===== config.mk =====
export PLATFORM = sky130hd
export DESIGN_NAME = erot_cordic
export DESIGN_NICKNAME = d
export VERILOG_FILES = /design/src/hdl/erot_pkg.sv /design/src/hdl/erot_cordic.sv
export SDC_FILE = /design/constraint.sdc
export NUM_CORES = 1
export LEC_CHECK = 0
export BUFFER_PORTS_ARGS = -buffer_cell sky130_fd_sc_hd__clkbuf_2
export CAP_MARGIN = 20
export CORE_MARGIN = 2
export CORE_UTILIZATION = 65
export CTS_CLUSTER_DIAMETER = 30
export DETAILED_ROUTE_END_ITERATION = 12
export PLACE_DENSITY = 0.83
export SETUP_SLACK_MARGIN = 0.3
export SYNTH_ARGS = -nofsm -noshare
export SYNTH_HDL_FRONTEND = slang
export SYNTH_SLANG_ARGS = --single-unit

===== constraint.sdc =====
create_clock -name clock -period 13.2 [get_ports clock]
set_input_delay 0.66 -clock clock [delete_from_list [all_inputs] [get_ports clock]]
set_output_delay 0.66 -clock clock [all_outputs]
set_load 0.01 [all_outputs]

===== src/hdl/erot_pkg.sv =====
// shared types, constants and helpers for the euler point rotator
package erot_pkg;

   localparam int ANGLE_BITS     = 16;
   localparam int TRIG_FRAC_BITS = 15;
   localparam int TRIG_W         = TRIG_FRAC_BITS + 2;
   localparam int COORD_W        = 32;
   localparam int WIDE_W         = 56;
   localparam int CORDIC_STEPS   = 30;
   localparam int STEP_W         = $clog2(CORDIC_STEPS);
   localparam int CORDIC_XW      = 33;
   localparam int CORDIC_ZW      = 32;
   localparam int CSR_IDX_W      = 2;
   localparam logic signed [CORDIC_XW-1:0] CORDIC_GAIN = 33'sd652032874;

   typedef enum logic [CSR_IDX_W-1:0] {
      REG_PITCH = 2'd0,
      REG_YAW   = 2'd1,
      REG_ROLL  = 2'd2
   } reg_index_type;

   typedef struct packed {
      logic signed [COORD_W-1:0] in_x;
      logic signed [COORD_W-1:0] in_y;
      logic signed [COORD_W-1:0] in_z;
   } req_data_type;

   typedef struct packed {
      logic signed [COORD_W-1:0] out_x;
      logic signed [COORD_W-1:0] out_y;
      logic signed [COORD_W-1:0] out_z;
   } rsp_data_type;

   typedef struct packed {
      logic                  start;
      logic [ANGLE_BITS-1:0] angle;
   } trig_req_type;

   typedef struct packed {
      logic                     busy;
      logic                     done;
      logic signed [TRIG_W-1:0] cos_val;
      logic signed [TRIG_W-1:0] sin_val;
   } trig_rsp_type;

   function automatic logic signed [CORDIC_ZW-1:0] atan_entry(input logic [STEP_W-1:0] i);
      logic signed [CORDIC_ZW-1:0] r;
      case (i)
         5'd0:  r = 32'sh20000000;
         5'd1:  r = 32'sh12E4051E;
         5'd2:  r = 32'sh09FB385B;
         5'd3:  r = 32'sh051111D4;
         5'd4:  r = 32'sh028B0D43;
         5'd5:  r = 32'sh0145D7E1;
         5'd6:  r = 32'sh00A2F61E;
         5'd7:  r = 32'sh00517C55;
         5'd8:  r = 32'sh0028BE53;
         5'd9:  r = 32'sh00145F2F;
         5'd10: r = 32'sh000A2F98;
         5'd11: r = 32'sh000517CC;
         5'd12: r = 32'sh00028BE6;
         5'd13: r = 32'sh000145F3;
         5'd14: r = 32'sh0000A2FA;
         5'd15: r = 32'sh0000517D;
         5'd16: r = 32'sh000028BE;
         5'd17: r = 32'sh0000145F;
         5'd18: r = 32'sh00000A30;
         5'd19: r = 32'sh00000518;
         5'd20: r = 32'sh0000028C;
         5'd21: r = 32'sh00000146;
         5'd22: r = 32'sh000000A3;
         5'd23: r = 32'sh00000051;
         5'd24: r = 32'sh00000029;
         5'd25: r = 32'sh00000014;
         5'd26: r = 32'sh0000000A;
         5'd27: r = 32'sh00000005;
         5'd28: r = 32'sh00000003;
         5'd29: r = 32'sh00000001;
         default: r = '0;
      endcase
      return r;
   endfunction

   // round to nearest, ties up, dropping the trig fraction bits
   function automatic logic signed [WIDE_W-1:0] rnd_trig(input logic signed [WIDE_W-1:0] v);
      logic signed [WIDE_W-1:0] half;
      half = WIDE_W'(1) <<< (TRIG_FRAC_BITS - 1);
      return (v + half) >>> TRIG_FRAC_BITS;
   endfunction

   function automatic logic signed [COORD_W-1:0] sat_coord(input logic signed [WIDE_W-1:0] v);
      logic signed [WIDE_W-1:0] hi;
      logic signed [WIDE_W-1:0] lo;
      hi = (WIDE_W'(1) <<< (COORD_W - 1)) - WIDE_W'(1);
      lo = -(WIDE_W'(1) <<< (COORD_W - 1));
      if (v > hi) return hi[COORD_W-1:0];
      if (v < lo) return lo[COORD_W-1:0];
      return v[COORD_W-1:0];
   endfunction

endpackage


===== src/hdl/erot_cordic.sv =====
// iterative cordic giving cosine and sine of one binary phase angle
module erot_cordic import erot_pkg::*; (
   input  logic         clock,
   input  logic         reset,
   input  trig_req_type trig_req,
   output trig_rsp_type trig_rsp
);

   typedef enum logic [1:0] {ST_IDLE, ST_ROT, ST_FIX} state_type;

   state_type                      state_ff;
   logic [STEP_W-1:0]              step_ff;
   logic signed [CORDIC_XW-1:0]    x_ff, y_ff;
   logic signed [CORDIC_ZW-1:0]    z_ff;
   logic [1:0]                     quad_ff;
   logic                           done_ff;
   logic signed [TRIG_W-1:0]       cos_ff, sin_ff;

   logic [31:0]                    ph_in, sh_in;
   logic signed [CORDIC_XW-1:0]    dx, dy;
   logic signed [CORDIC_XW-1:0]    cx, sy;
   logic signed [TRIG_W-1:0]       cos_in, sin_in;

   function automatic logic signed [TRIG_W-1:0] trig_fix(input logic signed [CORDIC_XW-1:0] v);
      logic signed [CORDIC_XW:0] w;
      logic signed [CORDIC_XW:0] r;
      logic signed [CORDIC_XW:0] one;
      one = (CORDIC_XW+1)'(1) <<< TRIG_FRAC_BITS;
      w = {v[CORDIC_XW-1], v};
      r = (w + ((CORDIC_XW+1)'(1) <<< (30 - TRIG_FRAC_BITS - 1))) >>> (30 - TRIG_FRAC_BITS);
      if (r > one) r = one;
      if (r < -one) r = -one;
      return r[TRIG_W-1:0];
   endfunction

   always_comb begin
      ph_in = {trig_req.angle, {(32 - ANGLE_BITS){1'b0}}};
      sh_in = ph_in + 32'h20000000;
      dx = y_ff >>> step_ff;
      dy = x_ff >>> step_ff;
      case (quad_ff)
         2'd0: begin cx = x_ff;  sy = y_ff;  end
         2'd1: begin cx = -y_ff; sy = x_ff;  end
         2'd2: begin cx = -x_ff; sy = -y_ff; end
         default: begin cx = y_ff; sy = -x_ff; end
      endcase
      cos_in = trig_fix(cx);
      sin_in = trig_fix(sy);
   end

   always_ff @(posedge clock) begin
      if (reset) begin
         state_ff <= ST_IDLE;
         done_ff  <= 1'b0;
         step_ff  <= '0;
      end else begin
         done_ff <= 1'b0;
         case (state_ff)
            ST_IDLE: begin
               if (trig_req.start) begin
                  x_ff     <= CORDIC_GAIN;
                  y_ff     <= '0;
                  z_ff     <= $signed({2'b00, sh_in[29:0]}) - 32'sh20000000;
                  quad_ff  <= sh_in[31:30];
                  step_ff  <= '0;
                  state_ff <= ST_ROT;
               end
            end
            ST_ROT: begin
               if (!z_ff[CORDIC_ZW-1]) begin
                  x_ff <= x_ff - dx;
                  y_ff <= y_ff + dy;
                  z_ff <= z_ff - atan_entry(step_ff);
               end else begin
                  x_ff <= x_ff + dx;
                  y_ff <= y_ff - dy;
                  z_ff <= z_ff + atan_entry(step_ff);
               end
               if (step_ff == STEP_W'(CORDIC_STEPS - 1)) begin
                  state_ff <= ST_FIX;
               end
               step_ff <= step_ff + STEP_W'(1);
            end
            ST_FIX: begin
               cos_ff   <= cos_in;
               sin_ff   <= sin_in;
               done_ff  <= 1'b1;
               state_ff <= ST_IDLE;
            end
            default: state_ff <= ST_IDLE;
         endcase
      end
   end

   assign trig_rsp.busy    = (state_ff != ST_IDLE) || done_ff;
   assign trig_rsp.done    = done_ff;
   assign trig_rsp.cos_val = cos_ff;
   assign trig_rsp.sin_val = sin_ff;

endmodule


======== After elaboration in Yosys (flattened, before gate mapping) ========
Memories as Yosys holds them, arrays and structs flattened. A register that Yosys moved wholly into a read port is not among the register bits.
Index checks and enable logic that the tools add are counted.
Widths: inputs -> output; s select.
storage, ports and cells
  flip-flop bits (word level) ............. 142
  memory bits (read-only) ................. 1920
  input bits .............................. 19
  output and inout bits ................... 36
  word-level logic and storage cells ...... 77
  memories kept ........................... 2
memories
  memory           words  bits a word  rd ports  clocked after memory_dff  write ports  line            source
  (no name shown)  32     30           1         1                         0            erot_pkg.sv:48  case (i)
  (no name shown)  32     30           1         1                         0            erot_pkg.sv:48
operators by class
  add/subtract/negate cells ............... 13
  order comparisons ....................... 4
  eq/ne operators ......................... 7
  shift operators ......................... 2
  muxes and demuxes ....................... 29
  bitwise logic cells ..................... 1
  reductions and logical operators ........ 10
operators with widths
  cell                    count
  $mux 32                 8
  $pmux 33 s3             2
  $mux 33                 4
  $pmux 33 s2             2
  $add 33x16->34 const B  2
  $lt 34x16->1 const B    2
  $mux 34                 2
  $add 33x33->33          2
  $neg 33->33             2
  $sshr 33x5->33          2
  $sub 33x33->33          2
  $pmux 32 s2             1
  $gt 19x17->1 const B    2
  $add 32x30->32 const B  1
  $add 32x32->32          1
  $sub 32x32->32          1
  $sub 30x30->31 const B  1
  $mux 5                  5
  $pmux 5 s2              1
  $reduce_and 2->1        3
  $reduce_and 3->1        2
  $add 5x1->5 const B     1
  $eq 5x5->1 const B      1
  $eq 2x1->1 const B      2
  9 further kinds         14

======== Depth between registers and ports, before layout ========
Gate-level depths: netlist of run 1.
  depth in word-level cells ............... 6
  mapped depth ............................ 27
  gate-level depth less buffers ........... 24

======== Worst setup path after synthesis of run 1 ========
No wires, ideal clock.
  kind .................................... register to register
  start point ............................. register step_ff[0]
  end point ............................... register y_ff[32] (data pin)
  arrival ................................. 5.675 ns
  data required time ...................... 12.934 ns
  setup slack ............................. 7.259 ns
  cell stages (with the launch flop) ...... 26
  buffers on the path ..................... 3
  period minus slack after synthesis ...... 5.941 ns
  cell sequence ........................... dfxtp_1 buf_2 buf_4 buf_4 mux4_2 mux4_2 a21oi_1 ha_1 nand2_1 nor4b_2 nor3b_1 and4_1 nor2_1 xnor2_1 ha_1 a21oi_1 o21bai_1 a21o_1 a21oi_1 o221ai_1 a221o_1 a211o_1 a21o_1 a21oi_1 xor3_1 nor2_1
on the way
  cells in the longest elaborated chain, start to end .. 4
  elaborated cells on any way between the ends .. 5
  those cells by class .................... add/sub: 2; shift: 1; mux: 2
ends and longest elaborated chain
  what                                              line                                  source
  start: declaration                                erot_cordic.sv:12                     logic [STEP_W-1:0] step_ff;
  start signal: assignment                          erot_cordic.sv:82                     step_ff <= step_ff + STEP_W'(1);
  $sshr 33x5->33 (*)                                erot_cordic.sv:40                     dy = x_ff >>> step_ff;
  $add 33x33->33 or $sub 33x33->33 (tied branches)  erot_cordic.sv:72, erot_cordic.sv:76
  $mux 33 (*)                                       erot_cordic.sv:70                     if (!z_ff[CORDIC_ZW-1]) begin
  $pmux 33 s2 (*)                                   erot_cordic.sv:58                     case (state_ff)
  end signal: assignment                            erot_cordic.sv:72                     y_ff <= y_ff + dy;
  end signal: assignment                            erot_cordic.sv:76                     y_ff <= y_ff - dy;
  end: declaration                                  erot_cordic.sv:13                     logic signed [CORDIC_XW-1:0] x_ff, y_ff;
Mark *: on every way between the ends. The rest lies on a longest branch, timed or not.
A chain may end at the register's enable or synchronous reset.

======== Worst setup path in the final report of run 1 ========
Same ends and word-level chain as after synthesis.

==> flow_metrics.tcl, run 1 <==
set metrics [dict create \
    outcome "finished clean" \
    cts_hold_buf 0 \
    hold_class "input pin to flip-flop" \
    clock_tree.root_cell "clkbuf_16" \
    path_class "flip-flop to flip-flop" \
    rsz0062_at_grt "false" \
    synth_common_cells "nor2_1 (259), nand2_1 (200), a21oi_1 (177)" \
    track_usage_pct 37.1 \
    cp_slowest_cell "buf_4" \
    ios 55 \
    crit_top_cell "a21oi_1" \
    finalHoldViolCount 0 \
    r2r_cells 20 \
    nFillCells 2504 \
    ir_drop_v 0.000109 \
    layout-drive-gt1-share_pct 11.7 \
    cp_data_required_time_ns 13.39 \
    antenna_found_initial 0 \
    cts_resized 0 \
    p_leak_nw 8.27 \
    yosysMostFrequentCell "nor2_1" \
    reg2reg_to "y_ff[32]$_SDFFCE_PN0P_" \
    clk_path_buf_depth 2 \
    yosysTopAreaCell "edfxtp_1" \
    fin_crit_sh_pct 56.4 \
    wl_per_cell_um 22.6 \
    yosysTopAreaCellShare_pct 20.0 \
    synth_area_leaders "edfxtp_1 (20%), mux4_2 (9.1%), ha_1 (6.8%)" \
    ys_seq_area_share_pct 23.7 \
    reg2reg_slack_ns 5.75 \
    areaGrowthSynthToFinish_pct 4.61 \
    hp-start "trig_req[8]" \
    syn-num-nets 2486 \
    period_minus_slack_ns 7.45 \
    n_antenna_cell 0 \
    synth-edff-count 134 \
    ys_ff_latch 172 \
    chipWidth_um 180 \
    powerDensity_nw_per_um2 142 \
    synth_cells 2354 \
    hpwlAfterDp_mm 44.5 \
    drt_iter0_drc 2042 \
    coreArea_sq_um 30600 \
    routed_wl_mm 61.3 \
    route.detailed.drc 0 \
    routed-via-count 19054 \
    clkSlewWorstSetupHoldPaths_ns 0.07 \
    netlist_area_sq_um 20100 \
    fin_worst_skew_ns 0.0153 \
    clock_latency_ns 0.47 \
    worstSetupStartpointType "flip-flop" \
    drtPass1Iterations 6 \
    detail-route-antenna-nets 0 \
    cts_buffers 17 \
    grt_pass1_wl_mm 96.5 \
    cp_max_fo 57 \
    cp-end-kind "flip-flop" \
    async_reset_ff_share_pct 0 \
    slew_headroom_pct 27.2 \
    critPathMaxStageDelay_ns 0.75 \
    tns_ns 0 \
    grt_overflow_total 0 \
    yosys_warnings 0 \
    grt_max_degree 88 \
    synth_ff_type "edfxtp_1" \
    grt_pass1_vias 18068 \
    yosysUniqueCellTypes 99 \
    cts-htree-levels 4 \
    avgSynthCellArea_sq_um 8.56 \
    max_freq_mhz 134 \
    critical_path_arrival_ns 7.64 \
    rows 64 \
    die_h_um 180 \
    post-cts-setup-buffers 0 \
    setup_viol 0 \
    cp_cell_sequence "buf_4, mux4_1, mux4_2, a221oi_1, nor4bb_1, nor2b_1, a21oi_1, xnor2_1, ha_1, a2111oi_0, a21oi_1, a31oi_1, o21a_1, o221ai_1, a221o_1, a211o_1, a21o_1, a21oi_1, xor3_1, nor2_1" \
    cts_sinks 172 \
    fin_nets 2432 \
    cts_tree "built" \
    maxCapViolations 0 \
    slew_violations 0 \
    start_util_pct 65.9 \
    final_util_pct 68.9 \
    worst_slew_pin_slew_ns 1.08 \
    r2r_start "step_ff[0]$_SDFFE_PP0P_" \
    critPathLaunch "step_ff[0]$_SDFFE_PP0P_" \
    io_buffers 54 \
    die_area_sq_um 32400 \
    vias_per_cell 7.03 \
    cp-endpoint "y_ff[32]$_SDFFCE_PN0P_" \
    gp_congestion 1.00 \
]
-- layout make-up --
class,count,area (sq um),area share [%]
clock buffer,19,453,2.15
clock inverter,13,120,0.570
inverter,72,270,1.28
multi-input combinational,1959,14500,68.7
sequential,172,4790,22.7
tap,396,495,2.35
timing repair buffer,78,468,2.22
-- placed cells by master (no fill, tap or decap), types with 24 or more instances in the layout --
master and count:
a211oi_1 26, inv_1 66, o21ai_0 126, nor2_1 258, o21a_1 33, a31oi_1 43, nand3_1 40, mux4_2 81
nand2b_1 25, mux2i_1 53, a21oi_1 177, nor4_1 24, ha_1 110, edfxtp_1 134, o31ai_1 31, xor2_1 111
nor3_1 76, a21o_1 49, dfxtp_1 35, mux2_2 28, clkbuf_2 54, xnor2_1 120, nand2_1 200
-- how the worst min path moves through the flow --
stage	to	slack [ns]	depth (start not counted)
floorplan	z_ff[0]$_SDFFCE_PN0P_	0.62	2
global placement	done_ff$_SDFF_PP0_	0.60	1
detailed placement	done_ff$_SDFF_PP0_	0.61	1
CTS	z_ff[23]$_DFFE_PP_	0.46	3
global route	z_ff[21]$_DFFE_PP_	0.49	3
finish	z_ff[24]$_DFFE_PP_	0.46	3
-- worst max-delay path: cells and delay by family, from the launching register on --
family | cells | cell delay, ns
AO/OA/AOI/OAI | 11 | 3.17
multiplexers | 2 | 1.27
AND/OR/NAND/NOR | 3 | 0.77
buffers and inverters | 1 | 0.75
flip-flops | 1 | 0.48
adder cells (fa/ha/maj) | 1 | 0.36
XOR/XNOR | 2 | 0.35
-- per-stage QoR --
step | hold WS, ns | worst slack (ns) | area [sq um] | power, W | instances
global route | 0.487 | 5.18 | 21100 | 0.00319 | 2709
CTS | 0.458 | 5.76 | 21000 | 0.00296 | 2707
floorplan | 0.622 | 7.26 | 20100 | 0.00207 | 2354
global placement | 0.597 | 5.98 | 20500 | 0.00239 | 2675
detailed placement | 0.607 | 5.83 | 20500 | 0.00244 | 2675
finish | 0.464 | 5.75 | 21100 | 0.00300 | 2709
-- per-layer routing --
metal,wire length (um),GRT usage (%),up-vias,share of wire (%)
li1,-,-,8734,-
met1,22400,43.7,8922,37
met2,29100,63.0,1087,48
met3,5040,5.80,311,8.2
met4,4700,24.5,0,7.7
met5,0,0,-,0
-- report_power, final --
group / internal (W) / switching (W) / total, W / leakage [nW]
combinational: 0.000717 / 0.000966 / 0.00168 / 6.42
sequential: 0.000674 / 0.000136 / 0.000810 / 1.57
clock: 0.000259 / 0.000245 / 0.000503 / 0.283
total: 0.00165 / 0.00135 / 0.00300 / 8.27
-- kinds of logic (layout without fill, tap and decap cells) --
family	count (synthesis)	after routing	share of synthesized area, %
compound gates	651	651	21.3
simple gates	799	799	19.7
xor+xnor	232	232	10.2
mux	164	164	13.5
buf+inv	223	182	4.50
flops	172	172	23.7
fa+ha+maj	113	113	7.13
No activity file was read; power rests on OpenSTA's default activity.
==> run 2, diff against run 1 <==
--- a/config.mk
+++ b/config.mk
@@ -8,10 +8,10 @@
 export BUFFER_PORTS_ARGS = -buffer_cell sky130_fd_sc_hd__clkbuf_2
 export CAP_MARGIN = 20
 export CORE_MARGIN = 2
-export CORE_UTILIZATION = 65
+export CORE_UTILIZATION = 59
 export CTS_CLUSTER_DIAMETER = 30
 export DETAILED_ROUTE_END_ITERATION = 12
-export PLACE_DENSITY = 0.83
+export PLACE_DENSITY = 0.79
 export SETUP_SLACK_MARGIN = 0.3
 export SYNTH_ARGS = -nofsm -noshare
 export SYNTH_HDL_FRONTEND = slang
==> constraint.sdc (replaced) <==
create_clock -name clock -period 6.16 [get_ports clock]
set_input_delay 0.308 -clock clock [delete_from_list [all_inputs] [get_ports clock]]
set_output_delay 0.308 -clock clock [all_outputs]
set_load 0.01 [all_outputs]
==> run 2 against run 1 <==
Against the previous run:
- final cell count grew 7.0%
- largest power group unchanged
- count of clock-buffer cells in the layout increased by 3
- register-to-register slack worse by 5.5 ns
- non-clock buffer count increased by 137
- critical path type unchanged
- sequential power is 100% higher
- worst setup slack worse by 5.5 ns
- largest cell class unchanged
==> flow_metrics.tcl, run 2 (synthesis gave the netlist of run 1 again) <==
set metrics [dict create \
    hold_class "input pin to flip-flop" \
    slew_headroom_pct 32.0 \
    cp_cell_sequence "buf_4, mux4_2, mux4_2, nand2_1, o31ai_1, or3b_4, nor4b_4, buf_4, buf_4, nor2_1, xnor2_1, ha_1, a2111oi_2, a21oi_1, a31oi_1, o21a_1, o221ai_2, a221o_1, a211o_1, a21o_1, a21oi_2, xor3_1, nor2_1" \
    coreArea_sq_um 33600 \
    fin_crit_sh_pct 95.5 \
    cts_buffers 17 \
    fin_worst_skew_ns 0.00970 \
    io_buffers 54 \
    finalNonFillerCells 2898 \
    track_usage_pct 38.3 \
    holdWs_ns 0.109 \
    period_minus_slack_ns 5.88 \
    cts-htree-levels 4 \
    place_inst 2835 \
    crit_buf_inv 3 \
    grt_pass1_wl_mm 106 \
    layout-drive-gt1-share_pct 18.6 \
    route.detailed.drc 0 \
    die_area_sq_um 35600 \
    vias_per_cell 6.84 \
    nFillCells 2723 \
    hp-start "trig_req[0]" \
    multi_input_comb_area_sq_um 14800 \
    routed_wl_mm 69.1 \
    maxCapViolations 0 \
    design_area_sq_um 22600 \
    routed-via-count 19826 \
    crit_top_cell "buf_4" \
    critical_path_arrival_ns 6.20 \
    r2r_start "x_ff[18]$_SDFFCE_PN1P_" \
    cp_data_required_time_ns 6.48 \
    clock_latency_ns 0.47 \
    chipWidth_um 189 \
    ios 55 \
    n_antenna_cell 0 \
    grt_pass1_vias 18842 \
    drt_iter0_drc 1932 \
    cpLargestDelayFamily "compound AO/OA/AOI/OAI gates" \
    setup_viol 0 \
    areaGrowthSynthToFinish_pct 12.1 \
    cts_tree "built" \
    post_dp_cell_area_sq_um 21400 \
    wl_per_cell_um 23.8 \
    fin_nets 2569 \
    finalHoldViolCount 0 \
    total_power_w 0.00692 \
    clkSlewWorstSetupHoldPaths_ns 0.07 \
    antenna_found_initial 1 \
    worstSetupStartpointType "flip-flop" \
    gp_congestion 0.976 \
    slew_violations 0 \
    seqCellArea_sq_um 4790 \
    drtPass1Iterations 6 \
    die_h_um 189 \
    reg2reg_slack_ns 0.28 \
    outcome "finished clean" \
    cp_slowest_cell "edfxtp_1" \
    mostFrequentLayoutCells "nor2_1 (255), nand2_1 (197), a21oi_1 (167), buf_4 (150), edfxtp_1 (134)" \
    rows 67 \
    grt_max_degree 64 \
    max_freq_mhz 170 \
    critPathMaxStageDelay_ns 0.52 \
    clk_path_buf_depth 2 \
    ir_drop_v 0.000229 \
    powerDensity_nw_per_um2 306 \
    final_common_cell "nor2_1" \
    path_class "flip-flop to flip-flop" \
    clock_tree.root_cell "clkbuf_16" \
    cp-end-kind "flip-flop" \
    cp_max_fo 9 \
    cts_sinks 172 \
    detail-route-antenna-nets 0 \
    critPathLaunch "x_ff[18]$_SDFFCE_PN1P_" \
    p_leak_nw 9.04 \
    rsz0062_at_grt "true" \
    final_util_pct 67.2 \
    hpwlAfterDp_mm 52.0 \
    grt_overflow_total 0 \
    worst_slew_pin_slew_ns 1.01 \
    start_util_pct 59.9 \
]
run 2: cell types whose count changed in the layout (fill, tap and decap cells not counted), sizes merged:
cell / delta
buf: +137
bufbuf: +1
clkbuf: +3
clkinv: +5
clkinvlp: -1
dlymetal6s2s: -1
inv: -7
run 2: final cells by class:
type | instances | share of cell area [%]
Multi-Input combinational cell | 1959 | 65.5
Sequential cell | 172 | 21.2
Timing Repair Buffer | 215 | 6.98
Tap cell | 448 | 2.48
Clock buffer | 22 | 2.24
Inverter | 72 | 1.20
Clock inverter | 10 | 0.332
run 2: path summary, 6_finish.rpt:
| path | end | depth (start not counted) |
|---|---|---|
| setup / recovery | y_ff[32]$_SDFFCE_PN0P_ | 23 |
| hold / removal | z_ff[16]$_DFFE_PP_ | 3 |
| setup reg to reg | y_ff[32]$_SDFFCE_PN0P_ | 23 |
| hold reg to reg | done_ff$_SDFF_PP0_ | 1 |
run 2: worst reg2reg max path, cell delays in order (launching register included):
cell and delay, ns:
edfxtp_1 0.52, buf_4 0.25, mux4_2 0.52, mux4_2 0.51
nand2_1 0.10, o31ai_1 0.12, or3b_4 0.45, nor4b_4 0.25
buf_4 0.16, buf_4 0.11, nor2_1 0.04, xnor2_1 0.14
ha_1 0.22, a2111oi_2 0.37, a21oi_1 0.07, a31oi_1 0.23
o21a_1 0.20, o221ai_2 0.14, a221o_1 0.38, a211o_1 0.32
a21o_1 0.17, a21oi_2 0.12, xor3_1 0.23, nor2_1 0.11
run 2: per-stage QoR:
step	setup TNS (ns)	setup WS (ns)
2_1_floorplan	0	0.273
3_3_place_gp	0	0.00765
3_5_place_dp	-0.152	-0.112
4_1_cts	0	0.202
5_1_grt	0	0.103
6_report	0	0.276
run 2: report_power, final:
group          switching [W]  internal (W)  leakage [nW]  total (W)
clock network       0.000508      0.000590         0.293    0.00110
logic                0.00240       0.00178          7.18    0.00418
registers           0.000192       0.00144          1.57    0.00164
total                0.00310       0.00382          9.04    0.00692
run 2: timing repair:
action	in CTS	in global routing
gates cloned	1	0
setup buffers	12	18
setup endpoints to repair	18	36
hold buffers	0	0
pin swaps	3	31
gates resized for setup	14	58
run 2: routing by layer:
metal  vias up  GRT usage (%)  wire length [um]
li1       8996              -                 -
met3       246           5.59              5400
met5         -              0                 0
met4         0           24.2              4830
met2      1086           64.5             32900
met1      9498           46.0             26000
